## src/hdl/thick_line_pixel_generator_unit_assert.svh

```systemverilog
// Assertion macros for the thick line pixel generator.
// Included by the top level; no other dependencies.
`ifndef THICK_LINE_PIXEL_GENERATOR_UNIT_ASSERT_SVH
`define THICK_LINE_PIXEL_GENERATOR_UNIT_ASSERT_SVH

`ifndef SYNTHESIS
`define TLPG_ASSERT_IMPLY(label, clk, rst, ante, cons) \
   label: assert property (@(posedge clk) disable iff (rst) (ante) |-> (cons)) \
      else $error("assertion failed: same cycle implication");
`define TLPG_ASSERT_NEXT(label, clk, rst, ante, cons) \
   label: assert property (@(posedge clk) disable iff (rst) (ante) |=> (cons)) \
      else $error("assertion failed: next cycle implication");
`else
`define TLPG_ASSERT_IMPLY(label, clk, rst, ante, cons)
`define TLPG_ASSERT_NEXT(label, clk, rst, ante, cons)
`endif

`endif

```

## src/hdl/tlpg_pkg.sv

```systemverilog
// Shared types and constants for the thick line pixel generator.
// No dependencies; used by tlpg_walker and the top level.
package tlpg_pkg;

   localparam int COORD_BITS_DEF = 13;
   localparam int PEN_BITS_DEF   = 8;
   localparam int CFG_BITS       = 13;
   localparam int CFG_IDX_BITS   = 2;
   localparam int ADDR_BITS      = 24;
   localparam int COLOR_BITS     = 32;
   localparam int RSP_TDATA_BITS = ((ADDR_BITS + COLOR_BITS + 7) / 8) * 8;

   localparam logic [CFG_BITS-1:0] ROW_STRIDE_RST   = CFG_BITS'(1080);
   localparam logic [CFG_BITS-1:0] FRAME_WIDTH_RST  = CFG_BITS'(1080);
   localparam logic [CFG_BITS-1:0] FRAME_HEIGHT_RST = CFG_BITS'(2280);

   localparam logic KIND_START   = 1'b0;
   localparam logic KIND_ADVANCE = 1'b1;

   typedef enum logic [CFG_IDX_BITS-1:0] {
      REG_ROW_STRIDE   = 2'd0,
      REG_FRAME_WIDTH  = 2'd1,
      REG_FRAME_HEIGHT = 2'd2
   } reg_idx_type;

   // One candidate pixel, already clipped: row/col/color are zero when not written.
   typedef struct packed {
      logic [CFG_BITS-1:0]   row;
      logic [CFG_BITS-1:0]   col;
      logic                  we;
      logic                  done;
      logic [COLOR_BITS-1:0] color;
   } pix_type;

endpackage

```

## src/hdl/thick_line_pixel_generator_unit.sv

```systemverilog
// Top level of the thick line pixel generator: ports, pixel stage, address stage.
// Depends on tlpg_pkg, tlpg_walker and thick_line_pixel_generator_unit_assert.svh.
//
//   channel  dir  handshake              contents
//   req      in   req_tvalid/tready      start item (tuser 0) or advance tick (tuser 1)
//   rsp      out  rsp_tvalid/tready      one candidate pixel per advance tick
//   csr      in   csr_we                 row_stride, frame_width, frame_height
//
// One advance beat per clock while rsp does not stall; its pixel is registered in the pixel
// stage and then in the rsp output register before it can leave.
// The walker updates the whole line and stamp state in one register step per beat,
// and the address multiply sits in the following stage. Start beats give no pixel.
// Reset puts the block idle and loads the default frame geometry.
// A stalled rsp holds the output register and, once the pixel stage is full, req.
module thick_line_pixel_generator_unit #(
   parameter int COORD_BITS = tlpg_pkg::COORD_BITS_DEF,
   parameter int PEN_BITS   = tlpg_pkg::PEN_BITS_DEF,
   localparam int REQ_BITS  = 4 * COORD_BITS + PEN_BITS + tlpg_pkg::COLOR_BITS,
   localparam int REQ_TDATA_BITS = ((REQ_BITS + 7) / 8) * 8
) (
   input  logic                                    clock,
   input  logic                                    reset,
   input  logic                                    req_tvalid,
   output logic                                    req_tready,
   // start_x, start_y, end_x, end_y, pen_size, line_color, zero pad
   input  logic [REQ_TDATA_BITS-1:0]               req_tdata,
   // kind
   input  logic                                    req_tuser,
   output logic                                    rsp_tvalid,
   input  logic                                    rsp_tready,
   // pixel_address, pixel_value
   output logic [tlpg_pkg::RSP_TDATA_BITS-1:0]     rsp_tdata,
   // write_enable
   output logic                                    rsp_tuser,
   output logic                                    rsp_tlast,
   input  logic                                    csr_we,
   input  logic [tlpg_pkg::CFG_IDX_BITS-1:0]       csr_index,
   input  logic [tlpg_pkg::CFG_BITS-1:0]           csr_wdata
);

   localparam int CB = COORD_BITS;
   localparam int CW = tlpg_pkg::CFG_BITS;

   logic [CW-1:0] stride_ff, stride_in, width_ff, width_in, height_ff, height_in;

   logic req_fire, load, step, out_free, s1_free, s1_adv;
   logic s1_valid_ff, s1_valid_in;
   tlpg_pkg::pix_type pix, s1_pix_ff, s1_pix_in;

   logic rsp_valid_ff, rsp_valid_in;
   logic [tlpg_pkg::RSP_TDATA_BITS-1:0] rsp_data_ff, rsp_data_in;
   logic rsp_we_ff, rsp_we_in, rsp_done_ff, rsp_done_in;
   logic [2*CW:0] addr_full;

   // Configuration registers
   always_comb begin
      stride_in = stride_ff;
      width_in  = width_ff;
      height_in = height_ff;
      if (csr_we) begin
         unique case (csr_index)
            tlpg_pkg::REG_ROW_STRIDE:   stride_in = csr_wdata;
            tlpg_pkg::REG_FRAME_WIDTH:  width_in  = csr_wdata;
            tlpg_pkg::REG_FRAME_HEIGHT: height_in = csr_wdata;
            default: ;
         endcase
      end
   end

   always_comb begin
      out_free   = !rsp_valid_ff || rsp_tready;
      s1_adv     = s1_valid_ff && out_free;
      s1_free    = !s1_valid_ff || out_free;
      req_tready = s1_free;
      req_fire   = req_tvalid && req_tready;
      load       = req_fire && (req_tuser == tlpg_pkg::KIND_START);
      step       = req_fire && (req_tuser == tlpg_pkg::KIND_ADVANCE);
   end

   tlpg_walker #(
      .COORD_BITS (COORD_BITS),
      .PEN_BITS   (PEN_BITS)
   ) u_walker (
      .clock        (clock),
      .reset        (reset),
      .load         (load),
      .step         (step),
      .start_x      (req_tdata[CB-1:0]),
      .start_y      (req_tdata[2*CB-1:CB]),
      .end_x        (req_tdata[3*CB-1:2*CB]),
      .end_y        (req_tdata[4*CB-1:3*CB]),
      .pen_size     (req_tdata[4*CB+PEN_BITS-1:4*CB]),
      .line_color   (req_tdata[REQ_BITS-1:4*CB+PEN_BITS]),
      .frame_width  (width_ff),
      .frame_height (height_ff),
      .pix          (pix)
   );

   // Pixel stage: hold the clipped pixel of an advance beat
   always_comb begin
      s1_pix_in   = step ? pix : s1_pix_ff;
      s1_valid_in = step ? 1'b1 : (s1_adv ? 1'b0 : s1_valid_ff);
   end

   // Address stage: row * stride + column, wrapped to the address width
   always_comb begin
      addr_full    = (2*CW + 1)'(s1_pix_ff.row * stride_ff) + (2*CW + 1)'(s1_pix_ff.col);
      rsp_data_in  = rsp_data_ff;
      rsp_we_in    = rsp_we_ff;
      rsp_done_in  = rsp_done_ff;
      rsp_valid_in = rsp_valid_ff;
      if (s1_adv) begin
         rsp_data_in  = {s1_pix_ff.color, addr_full[tlpg_pkg::ADDR_BITS-1:0]};
         rsp_we_in    = s1_pix_ff.we;
         rsp_done_in  = s1_pix_ff.done;
         rsp_valid_in = 1'b1;
      end else if (rsp_tready) begin
         rsp_valid_in = 1'b0;
      end
   end

   always_ff @(posedge clock) begin
      if (reset) begin
         stride_ff    <= tlpg_pkg::ROW_STRIDE_RST;
         width_ff     <= tlpg_pkg::FRAME_WIDTH_RST;
         height_ff    <= tlpg_pkg::FRAME_HEIGHT_RST;
         s1_valid_ff  <= 1'b0;
         rsp_valid_ff <= 1'b0;
      end else begin
         stride_ff    <= stride_in;
         width_ff     <= width_in;
         height_ff    <= height_in;
         s1_valid_ff  <= s1_valid_in;
         rsp_valid_ff <= rsp_valid_in;
      end
      s1_pix_ff   <= s1_pix_in;
      rsp_data_ff <= rsp_data_in;
      rsp_we_ff   <= rsp_we_in;
      rsp_done_ff <= rsp_done_in;
   end

   assign rsp_tvalid = rsp_valid_ff;
   assign rsp_tdata  = rsp_data_ff;
   assign rsp_tuser  = rsp_we_ff;
   assign rsp_tlast  = rsp_done_ff;

`include "thick_line_pixel_generator_unit_assert.svh"

   `TLPG_ASSERT_NEXT(a_advance_fills_stage, clock, reset, step, s1_valid_ff)
   `TLPG_ASSERT_IMPLY(a_unwritten_zero_data, clock, reset, rsp_tvalid && !rsp_tuser, rsp_tdata == '0)

endmodule

```

## src/hdl/tlpg_walker.sv

```systemverilog
// Line state of the thick line pixel generator: Bresenham walk plus square stamp.
// Produces the current candidate pixel; depends on tlpg_pkg.
module tlpg_walker #(
   parameter int COORD_BITS = tlpg_pkg::COORD_BITS_DEF,
   parameter int PEN_BITS   = tlpg_pkg::PEN_BITS_DEF
) (
   input  logic                                 clock,
   input  logic                                 reset,
   input  logic                                 load,
   input  logic                                 step,
   input  logic signed [COORD_BITS-1:0]         start_x,
   input  logic signed [COORD_BITS-1:0]         start_y,
   input  logic signed [COORD_BITS-1:0]         end_x,
   input  logic signed [COORD_BITS-1:0]         end_y,
   input  logic [PEN_BITS-1:0]                  pen_size,
   input  logic [tlpg_pkg::COLOR_BITS-1:0]      line_color,
   input  logic [tlpg_pkg::CFG_BITS-1:0]        frame_width,
   input  logic [tlpg_pkg::CFG_BITS-1:0]        frame_height,
   output tlpg_pkg::pix_type                    pix
);

   localparam int DW   = COORD_BITS + 1;
   localparam int EW   = COORD_BITS + 3;
   localparam int MAXA = (COORD_BITS > PEN_BITS + 1) ? COORD_BITS : PEN_BITS + 1;
   localparam int RW   = ((MAXA > tlpg_pkg::CFG_BITS) ? MAXA : tlpg_pkg::CFG_BITS) + 2;

   logic                             active_ff, active_in;
   logic signed [COORD_BITS-1:0]     cur_x_ff, cur_x_in, cur_y_ff, cur_y_in;
   logic signed [COORD_BITS-1:0]     goal_x_ff, goal_x_in, goal_y_ff, goal_y_in;
   logic signed [DW-1:0]             dx_ff, dx_in, dy_ff, dy_in;
   logic                             sx_neg_ff, sx_neg_in, sy_neg_ff, sy_neg_in;
   logic signed [EW-1:0]             err_ff, err_in;
   logic [PEN_BITS-1:0]              srow_ff, srow_in, scol_ff, scol_in;
   logic [PEN_BITS-1:0]              pen_ff, pen_in;
   logic [tlpg_pkg::COLOR_BITS-1:0]  color_ff, color_in;

   logic [PEN_BITS-1:0]  half, pen_last;
   logic signed [RW-1:0] row_s, col_s;
   logic                 in_frame, pen_zero, col_end, row_end, last_pixel, at_goal;
   logic signed [EW:0]   e2;
   logic                 move_x, move_y;
   logic signed [DW-1:0] dx_raw, dy_raw;

   // Current stamp pixel and clipping
   always_comb begin
      half     = pen_ff >> 1;
      pen_last = pen_ff - PEN_BITS'(1);
      pen_zero = (pen_ff == '0);
      col_end  = (scol_ff == pen_last);
      row_end  = (srow_ff == pen_last);
      row_s = RW'(cur_y_ff) - signed'(RW'(half)) + signed'(RW'(srow_ff));
      col_s = RW'(cur_x_ff) - signed'(RW'(half)) + signed'(RW'(scol_ff));
      in_frame = !row_s[RW-1] && !col_s[RW-1] &&
                 (row_s < signed'(RW'(frame_height))) &&
                 (col_s < signed'(RW'(frame_width)));
      last_pixel = pen_zero || (row_end && col_end);
      at_goal    = (cur_x_ff == goal_x_ff) && (cur_y_ff == goal_y_ff);

      pix.we    = active_ff && !pen_zero && in_frame;
      pix.done  = !active_ff || (last_pixel && at_goal);
      pix.row   = pix.we ? row_s[tlpg_pkg::CFG_BITS-1:0] : '0;
      pix.col   = pix.we ? col_s[tlpg_pkg::CFG_BITS-1:0] : '0;
      pix.color = pix.we ? color_ff : '0;
   end

   // Bresenham error rule, both tests on the old error
   always_comb begin
      e2     = {err_ff, 1'b0};
      move_x = e2 > -(EW + 1)'(dy_ff);
      move_y = e2 < (EW + 1)'(dx_ff);
      dx_raw = DW'(end_x) - DW'(start_x);
      dy_raw = DW'(end_y) - DW'(start_y);
   end

   always_comb begin
      active_in = active_ff;
      cur_x_in  = cur_x_ff;
      cur_y_in  = cur_y_ff;
      goal_x_in = goal_x_ff;
      goal_y_in = goal_y_ff;
      dx_in     = dx_ff;
      dy_in     = dy_ff;
      sx_neg_in = sx_neg_ff;
      sy_neg_in = sy_neg_ff;
      err_in    = err_ff;
      srow_in   = srow_ff;
      scol_in   = scol_ff;
      pen_in    = pen_ff;
      color_in  = color_ff;
      if (load) begin
         active_in = 1'b1;
         cur_x_in  = start_x;
         cur_y_in  = start_y;
         goal_x_in = end_x;
         goal_y_in = end_y;
         dx_in     = dx_raw[DW-1] ? -dx_raw : dx_raw;
         dy_in     = dy_raw[DW-1] ? -dy_raw : dy_raw;
         sx_neg_in = !(start_x < end_x);
         sy_neg_in = !(start_y < end_y);
         err_in    = EW'(dx_in) - EW'(dy_in);
         srow_in   = '0;
         scol_in   = '0;
         pen_in    = pen_size;
         color_in  = line_color;
      end else if (step && active_ff) begin
         if (!pen_zero) begin
            scol_in = col_end ? '0 : scol_ff + PEN_BITS'(1);
            srow_in = col_end ? srow_ff + PEN_BITS'(1) : srow_ff;
         end
         if (last_pixel) begin
            srow_in = '0;
            scol_in = '0;
            if (at_goal) begin
               active_in = 1'b0;
            end else begin
               err_in = err_ff - (move_x ? EW'(dy_ff) : EW'(0))
                        + (move_y ? EW'(dx_ff) : EW'(0));
               if (move_x) begin
                  cur_x_in = sx_neg_ff ? cur_x_ff - COORD_BITS'(1) : cur_x_ff + COORD_BITS'(1);
               end
               if (move_y) begin
                  cur_y_in = sy_neg_ff ? cur_y_ff - COORD_BITS'(1) : cur_y_ff + COORD_BITS'(1);
               end
            end
         end
      end
   end

   always_ff @(posedge clock) begin
      if (reset) begin
         active_ff <= 1'b0;
      end else begin
         active_ff <= active_in;
      end
      cur_x_ff  <= cur_x_in;
      cur_y_ff  <= cur_y_in;
      goal_x_ff <= goal_x_in;
      goal_y_ff <= goal_y_in;
      dx_ff     <= dx_in;
      dy_ff     <= dy_in;
      sx_neg_ff <= sx_neg_in;
      sy_neg_ff <= sy_neg_in;
      err_ff    <= err_in;
      srow_ff   <= srow_in;
      scol_ff   <= scol_in;
      pen_ff    <= pen_in;
      color_ff  <= color_in;
   end

endmodule
```

## config.mk

```make
export PLATFORM = sky130hd
export DESIGN_NAME = thick_line_pixel_generator_unit
export DESIGN_NICKNAME = d
export VERILOG_FILES = /design/src/hdl/tlpg_pkg.sv /design/src/hdl/thick_line_pixel_generator_unit.sv /design/src/hdl/tlpg_walker.sv
export VERILOG_INCLUDE_DIRS = /design/src /design/src/hdl
export SDC_FILE = /design/constraint.sdc
export NUM_CORES = 1
export LEC_CHECK = 0
export BUFFER_PORTS_ARGS = -buffer_cell sky130_fd_sc_hd__buf_2
export CAP_MARGIN = 25
export CORE_MARGIN = 2
export CORE_UTILIZATION = 58
export DETAILED_ROUTE_END_ITERATION = 16
export HOLD_SLACK_MARGIN = 0.06
export MAX_ROUTING_LAYER = met4
export PLACE_DENSITY = 0.77
export SLEW_MARGIN = 5
export SYNTH_ARGS = -nofsm -noshare
export SYNTH_HDL_FRONTEND = slang
export SYNTH_SLANG_ARGS = --single-unit
export TNS_END_PERCENT = 100
```

## constraint.sdc

```tcl
create_clock -name clock -period 7.5 [get_ports clock]
set_input_delay 0.75 -clock clock [delete_from_list [all_inputs] [get_ports clock]]
set_output_delay 0.75 -clock clock [all_outputs]
set_load 0.02 [all_outputs]
```

==> After elaboration in Yosys (flattened, before gate mapping) <==
Cells that the tools add are included.
{ "totals": {"word_cells": 141, "ff_bits": 314, "in_bits": 117, "output_inout_bits": 60} }
{ "op_classes": {"reduce_logical": 44, "n_mux": 34, "eq_ne": 8, "addsub": 20, "mul": 1, "magnitude_cmp": 6, "n_bitwise": 1} }
{ "ops": {"columns": ["cell", "count"], "rows": [
  ["13-bit 2-to-1 mux", 12],
  ["16-bit 2-to-1 mux", 6],
  ["8-bit 2-to-1 mux", 6],
  ["15-bit by 9-bit adder with 15-bit output", 2],
  ["15-bit by 14-bit less-than comparator with 1-bit output", 2],
  ["14-bit 2-to-1 mux", 2],
  ["14-bit negation", 2],
  ["13-bit by 13-bit subtractor with 14-bit output", 2],
  ["13-bit by 8-bit subtractor with 14-bit output", 2],
  ["13-bit by 2-bit adder with 13-bit output, second input constant", 2],
  ["13-bit == test", 2],
  ["13-bit less-than comparator", 2],
  ["13-bit by 2-bit subtractor with 13-bit output, second input constant", 2],
  ["24-bit by 13-bit adder with 24-bit output", 1],
  ["13-bit by 13-bit multiplier with 24-bit output", 1],
  ["17-bit greater-than comparator", 1],
  ["17-bit by 14-bit less-than comparator with 1-bit output", 1],
  ["14-bit negation with 17-bit output", 1],
  ["16-bit adder", 1],
  ["8-bit by 1-bit adder with 8-bit output, second input constant", 2],
  ["8-bit == test", 2],
  ["2-bit nonzero test", 8],
  ["16-bit subtractor", 1],
  ["14-bit by 14-bit subtractor with 15-bit output", 1],
  ["other kinds (14)", 50]
]} }

==> Longest topological paths before layout <==
{ "depth": {"word_depth": 9, "ltp_mapped": 27, "mapped_depth_nobuf": 26} }

==> Cells and area by module <==
From an unflattened synthesis, not the netlist that was laid out.
{ "hier_totals": {"cells_unflattened": 2569, "area_unflattened_um2": 25444.4} }
{ "modules_own_cells": {"columns": ["module", "cells_per_inst", "area_each_um2", "instances", "seq_area_each_um2"], "rows": [
  ["tlpg_walker", 1563, 14347.5, 1, 4484.3],
  ["thick_line_pixel_generator_unit", 1006, 11096.9, 1, 4364.2]
]} }

==> Least setup slack after synthesis <==
OpenSTA, ideal clock, no wires.
{ "synth_path": {"path_type": "register to register", "from": "register stride_ff[6]", "to": "register rsp_data_ff (netlist bit rsp_tdata[22]) (data pin)", "arrival_ns": 5.621, "t_required_ns": 7.242, "synth_period_minus_slack_ns": 5.879, "setup_time_ns": 0.258, "stages_incl_launch_ff": 22, "path_slack_ns": 1.621, "path_buffers": 1, "path_cell_list": "dfxtp_1 > clkbuf_1 > nand2_1 > fa_1 > inv_1 > fa_1 > inv_1 > fa_1 > inv_1 > fa_1 > inv_1 > fa_1 > inv_1 > fa_1 > ha_1 > a41oi_1 > o21ai_0 > nor4b_1 > o21ai_0 > a41o_1 > a21oi_1 > xnor2_1"} }
{ "synth_via": {"elab_chain_cells": 2} }
{ "synth_lines": {"columns": ["item", "line_no", "source"], "rows": [
  ["start: declaration", "thick_line_pixel_generator_unit.sv:44", "logic [CW-1:0] stride_ff, stride_in, width_ff, width_in, height_ff, height_in;"],
  ["start signal: assignment", "thick_line_pixel_generator_unit.sv:124", "stride_ff <= tlpg_pkg::ROW_STRIDE_RST;"],
  ["start signal: assignment", "thick_line_pixel_generator_unit.sv:130", "stride_ff <= stride_in;"],
  ["13-bit by 13-bit multiplier with 24-bit output", "thick_line_pixel_generator_unit.sv:107", "addr_full = (2*CW + 1)'(s1_pix_ff.row * stride_ff) + (2*CW + 1)'(s1_pix_ff.col);"],
  ["24-bit by 13-bit adder with 24-bit output", "thick_line_pixel_generator_unit.sv:107", null],
  ["via addr_full[22]", "thick_line_pixel_generator_unit.sv:53", "logic [2*CW:0] addr_full;"],
  ["end signal: assignment", "thick_line_pixel_generator_unit.sv:137", "rsp_data_ff <= rsp_data_in;"],
  ["end: declaration", "thick_line_pixel_generator_unit.sv:51", "logic [tlpg_pkg::RSP_TDATA_BITS-1:0] rsp_data_ff, rsp_data_in;"]
]} }
The timed path passes the listed nets, and every way through them passes these cells.
A chain may end at the register's enable or synchronous reset.

==> Final worst setup path <==
{ "layout_path": {"from": "register u_walker.dy_ff[2]", "to": "register u_walker.err_ff[15] (data pin)"} }
{ "layout_via": {"elab_chain_cells": 9} }
{ "layout_lines": {"columns": ["item", "line_no", "source"], "rows": [
  ["start: declaration", "tlpg_walker.sv:30", "logic signed [DW-1:0] dx_ff, dx_in, dy_ff, dy_in;"],
  ["start signal: assignment", "tlpg_walker.sv:140", "dy_ff <= dy_in;"],
  ["14-bit negation with 17-bit output", "tlpg_walker.sv:69", "move_x = e2 > -(EW + 1)'(dy_ff);"],
  ["17-bit greater-than comparator", "tlpg_walker.sv:69", null],
  ["16-bit 2-to-1 mux *", "tlpg_walker.sv:116", "err_in = err_ff - (move_x ? EW'(dy_ff) : EW'(0))"],
  ["16-bit subtractor *", "tlpg_walker.sv:116", null],
  ["16-bit adder *", "tlpg_walker.sv:117", "+ (move_y ? EW'(dx_ff) : EW'(0));"],
  ["16-bit 2-to-1 mux *", "tlpg_walker.sv:113", "if (at_goal) begin"],
  ["16-bit 2-to-1 mux *", "tlpg_walker.sv:110", "if (last_pixel) begin"],
  ["16-bit 2-to-1 mux *", "tlpg_walker.sv:105", "end else if (step && active_ff) begin"],
  ["16-bit 2-to-1 mux *", "tlpg_walker.sv:90", "if (load) begin"],
  ["via u_walker.err_in[15]", "tlpg_walker.sv:32", "logic signed [EW-1:0] err_ff, err_in;"],
  ["end signal: assignment", "tlpg_walker.sv:143", "err_ff <= err_in;"],
  ["end: declaration", "tlpg_walker.sv:32", null]
]} }
Mark *: on every way through the listed nets, which the timed path passes. The rest lies on a longest branch. The select of a mux whose other input is x is not followed.

==> results.md <==
* Simple-Gate Fraction of Synth Area at 15.8%
* Hold-fix buffers at CTS at 0
* Total Power at 0.00872 W
* Final min period at 6.67 ns
* Library cells used by synthesis at 75
* Number of synthesized flops with an enable pin at 256
* Initial Util at 58.9%
* Largest fanout on the critical path at 7
* CTS Buf Count at 37
* PwrDens at 310 mW/mm2
* CP startpoint kind: flip-flop
* Area Overhead vs Synth at 10.6%
* Layout cells sized above 1 at 9.65%
* Largest net degree at the start of global routing at 62
* Achievable frequency at 150 MHz
* Core area at 0.0432 mm2
* Die width at 213 um
* Main combinational cell family by area after synthesis: adder cells
* CTS tree: done
* Status: complete, no violations
* Final period util at 89.0%
* Nets at 3261
* Reg2reg path depth at 23
* Final hold violation count at 0
* Setup WS pre-CTS at 0.869 ns
* CP Class: flip-flop to flip-flop
* Leakage at 12.3 nW
* Worst hold path class: input port to flip-flop
* Combinational Power Share at 51.1%
* Remaining DRCs at 0
* CP cell instances: or3_1 -> nor2_1 -> nand2_1 -> nor3b_1 -> xor2_1 -> ha_1 -> a21o_1 -> a21oi_1 -> nor4bb_1 -> o21ai_0 -> a41oi_1 -> nor2_1 -> fa_1 -> inv_1 -> ha_1 -> a211o_1 -> a21oi_1 -> o21ai_0 -> a211oi_1 -> o31ai_1 -> o31ai_1 -> xnor2_1 -> a21o_1
* NetSw at 0.00345 W
* Syn. warnings at 0
* Initial antenna violation count at 1
* Final setup margin at 0.827 ns
* Max cap viols at 0
* Initial DRC Count at 1451
* Worst endpoint required time at 7.81 ns
* Row Count at 76
* Top Ports at 177
* Crit-path slowest cell: a41oi_1
* Total track usage at 27.6%
* Cells after Synth at 2589
* GRT Residual Overflow at 0
* Sw Share at 39.6%
* Fin cells at 3352
* Met2 Usage GRT at 46.4%
* First-pass GRT wire length at 96400 um
* Clock root buffer: clkbuf_16
* Slew margin rel. at 43.2%
* Met1 Track Usage GR at 34.1%
* Arrival time worst endpoint at 6.98 ns
* Drt first pass iters at 5
* Total Negative Setup Slacks at 0 ns
* Clk pwr share at 21.7%
* Worst-margin pin slew at 0.849 ns
* Most common cell after layout, fill and taps aside: inv_1
* WHS Path Cells at 1
* Remaining antenna violation count after routing at 0
* Ant diodes at 0
* Die area at 0.0455 mm2
* RSZ-0062 raised after global routing: false
* Htree depth at 2
* Drt via density at 5.69
* Sequential area share after synthesis at 34.8%
* Clock sink count at 314
* Die Y at 213 um
* Placer Congestion at 0.956
* Internal cell power at 0.00527 W
* Clock skew at 0.0151 ns
* Syn nets at 3111
* Via count at 19082
* Most frequent cells in the layout: inv_1, nand2_1, edfxtp_1
* Synth Area in XOR/XNOR at 8.09%
* #FFs+latches synth at 314
* Post-synthesis compound-gate area fraction at 10.8%
* Final setup violation count at 0
* Number of global-route vias before repair at 19392
* Max IR drop VDD at 0.216 mV
* CP endpoint kind: flip-flop
* Final WL at 60000 um
* Clk buf depth at 3
* Sequential share of power at 27.2%
* Post-Syn Area at 0.0254 mm2
* Routed WL per cell at 17.9 um
* Post-CTS Setup Inserts at 0
* Port bufs at 172
* Async set or reset register ratio after synthesis at 0%
* Top FF cell, synth: edfxtp_1
* Clock latency on the worst-skew pair at 0.56 ns
* Detailed Place HPWL at 46900 um
* Busiest grt layer: met2
* GR Layer Usage met3 at 3.35%
* Highest cell delay on the worst timing path at 0.60 ns
* Cell count after placement at 3284
* Syn_area_per_cell at 9.82 um2
* Mux cell area share after synthesis at 0.172%
* Worst-path clk slew at 0.07 ns
* Final slew viol count at 0
* Resize count post-CTS at 0
* Adder-Cell Fraction of Synth Area at 24.5%
-- path summary, 6_finish.rpt --
check / startpoint / endpoint / slack, ns
worst max-delay path: u_walker.dy_ff[2] / u_walker.err_ff[15] / 0.83
worst min register to register: s1_pix_ff[24] / rsp_tdata[48] / 0.42
worst max register to register: u_walker.dy_ff[2] / u_walker.err_ff[15] / 0.83
worst min-delay path: req_tdata[71] / u_walker.color_ff[11] / 0.36
-- cell usage after synthesis, types with 5 or more instances --
cell type,count,share of area [%]
or3_1,18,0.44
o2111ai_1,6,0.21
a21boi_0,5,0.15
clkbuf_1,74,1.1
a2111oi_0,5,0.17
o21bai_1,10,0.30
o211ai_1,14,0.41
a41oi_1,6,0.21
o31ai_1,13,0.38
inv_1,317,4.7
nand2b_1,35,0.86
nor2b_1,30,0.74
edfxtp_1,256,30
nand2_1,264,3.9
nor3_1,51,1.0
nor2_1,144,2.1
a211o_1,11,0.38
a21oi_1,156,3.1
xnor2_1,141,4.9
fa_1,153,12
o21ai_0,76,1.5
or4_1,11,0.32
dfxtp_1,58,4.6
nor4_1,12,0.30
ha_1,252,12
xor2_1,86,3.0
a21o_1,30,0.89
nand3_1,36,0.71
o31a_1,6,0.21
nand4_1,25,0.62
a31oi_1,9,0.22
a211oi_1,21,0.62
o21a_1,29,0.86
o41ai_1,8,0.28
and2_1,137,3.4
and3_1,10,0.25
nand3b_1,13,0.38
-- worst max-delay path, delay by kind of cell (launching register included) --
family	cells	cell delay, ns
AOI/OAI and AO/OA	11	3.00
xor gates and xnor gates	2	0.30
adders and majority gates	3	1.13
buffers and inverters	1	0.07
DFF	1	0.47
and+or+nand+nor	6	1.46
-- layer usage --
layer	part of all wire (%)	vias up
li1	-	9148
met5	0	-
met4	3.9	0
met3	6.1	134
met1	41	9137
met2	49	663
-- per-stage QoR --
step                util, %  area, um2  hold WS [ns]
floorplan                 -      25400         0.400
CTS                    65.1      28100         0.337
finish                 65.1      28100         0.365
global route           65.1      28100         0.350
global placement       62.2      26900         0.401
detailed placement     62.2      26900         0.405
-- state kept, by name, summed over array words and instances (netlist names), 8 cells and up --
| register | flops |
|---|---|
| height_ff | 13 |
| rsp_tdata | 56 |
| s1_pix_ff | 60 |
| stride_ff | 13 |
| u_walker.color_ff | 32 |
| u_walker.cur_x_ff | 13 |
| u_walker.cur_y_ff | 13 |
| u_walker.dx_ff | 14 |
| u_walker.dy_ff | 14 |
| u_walker.err_ff | 16 |
| u_walker.goal_x_ff | 13 |
| u_walker.goal_y_ff | 13 |
| u_walker.pen_ff | 8 |
| u_walker.scol_ff | 8 |
| u_walker.srow_ff | 8 |
| width_ff | 13 |
-- cell type report --
| class | instances | area, um2 |
|---|---|---|
| flip-flops and latches | 314 | 8850 |
| inverters | 318 | 1200 |
| fillers | 3484 | 15000 |
| clock buffers | 47 | 1010 |
| well taps | 585 | 732 |
| multi-input cells | 1879 | 15100 |
| repair buffers | 189 | 993 |
| clock inverters | 20 | 245 |
-- power by group through the flow --
stage          clock, W  combinational (W)  sequential [W]
2_1_floorplan         0            0.00341         0.00239
3_3_place_gp          0            0.00421         0.00240
3_5_place_dp          0            0.00440         0.00240
4_1_cts         0.00193            0.00445         0.00237
5_1_grt         0.00198            0.00503         0.00239
6_report        0.00189            0.00446         0.00237
-- kinds of logic (layout without fill, tap and decap cells) --
group,count (synthesis),after routing
simple gates,808,808
fa+ha+maj,405,405
flops,314,314
mux,4,4
buf+inv,396,574
compound gates,432,432
xor+xnor,230,230
Note: power is estimated with default switching activity, not from simulation.
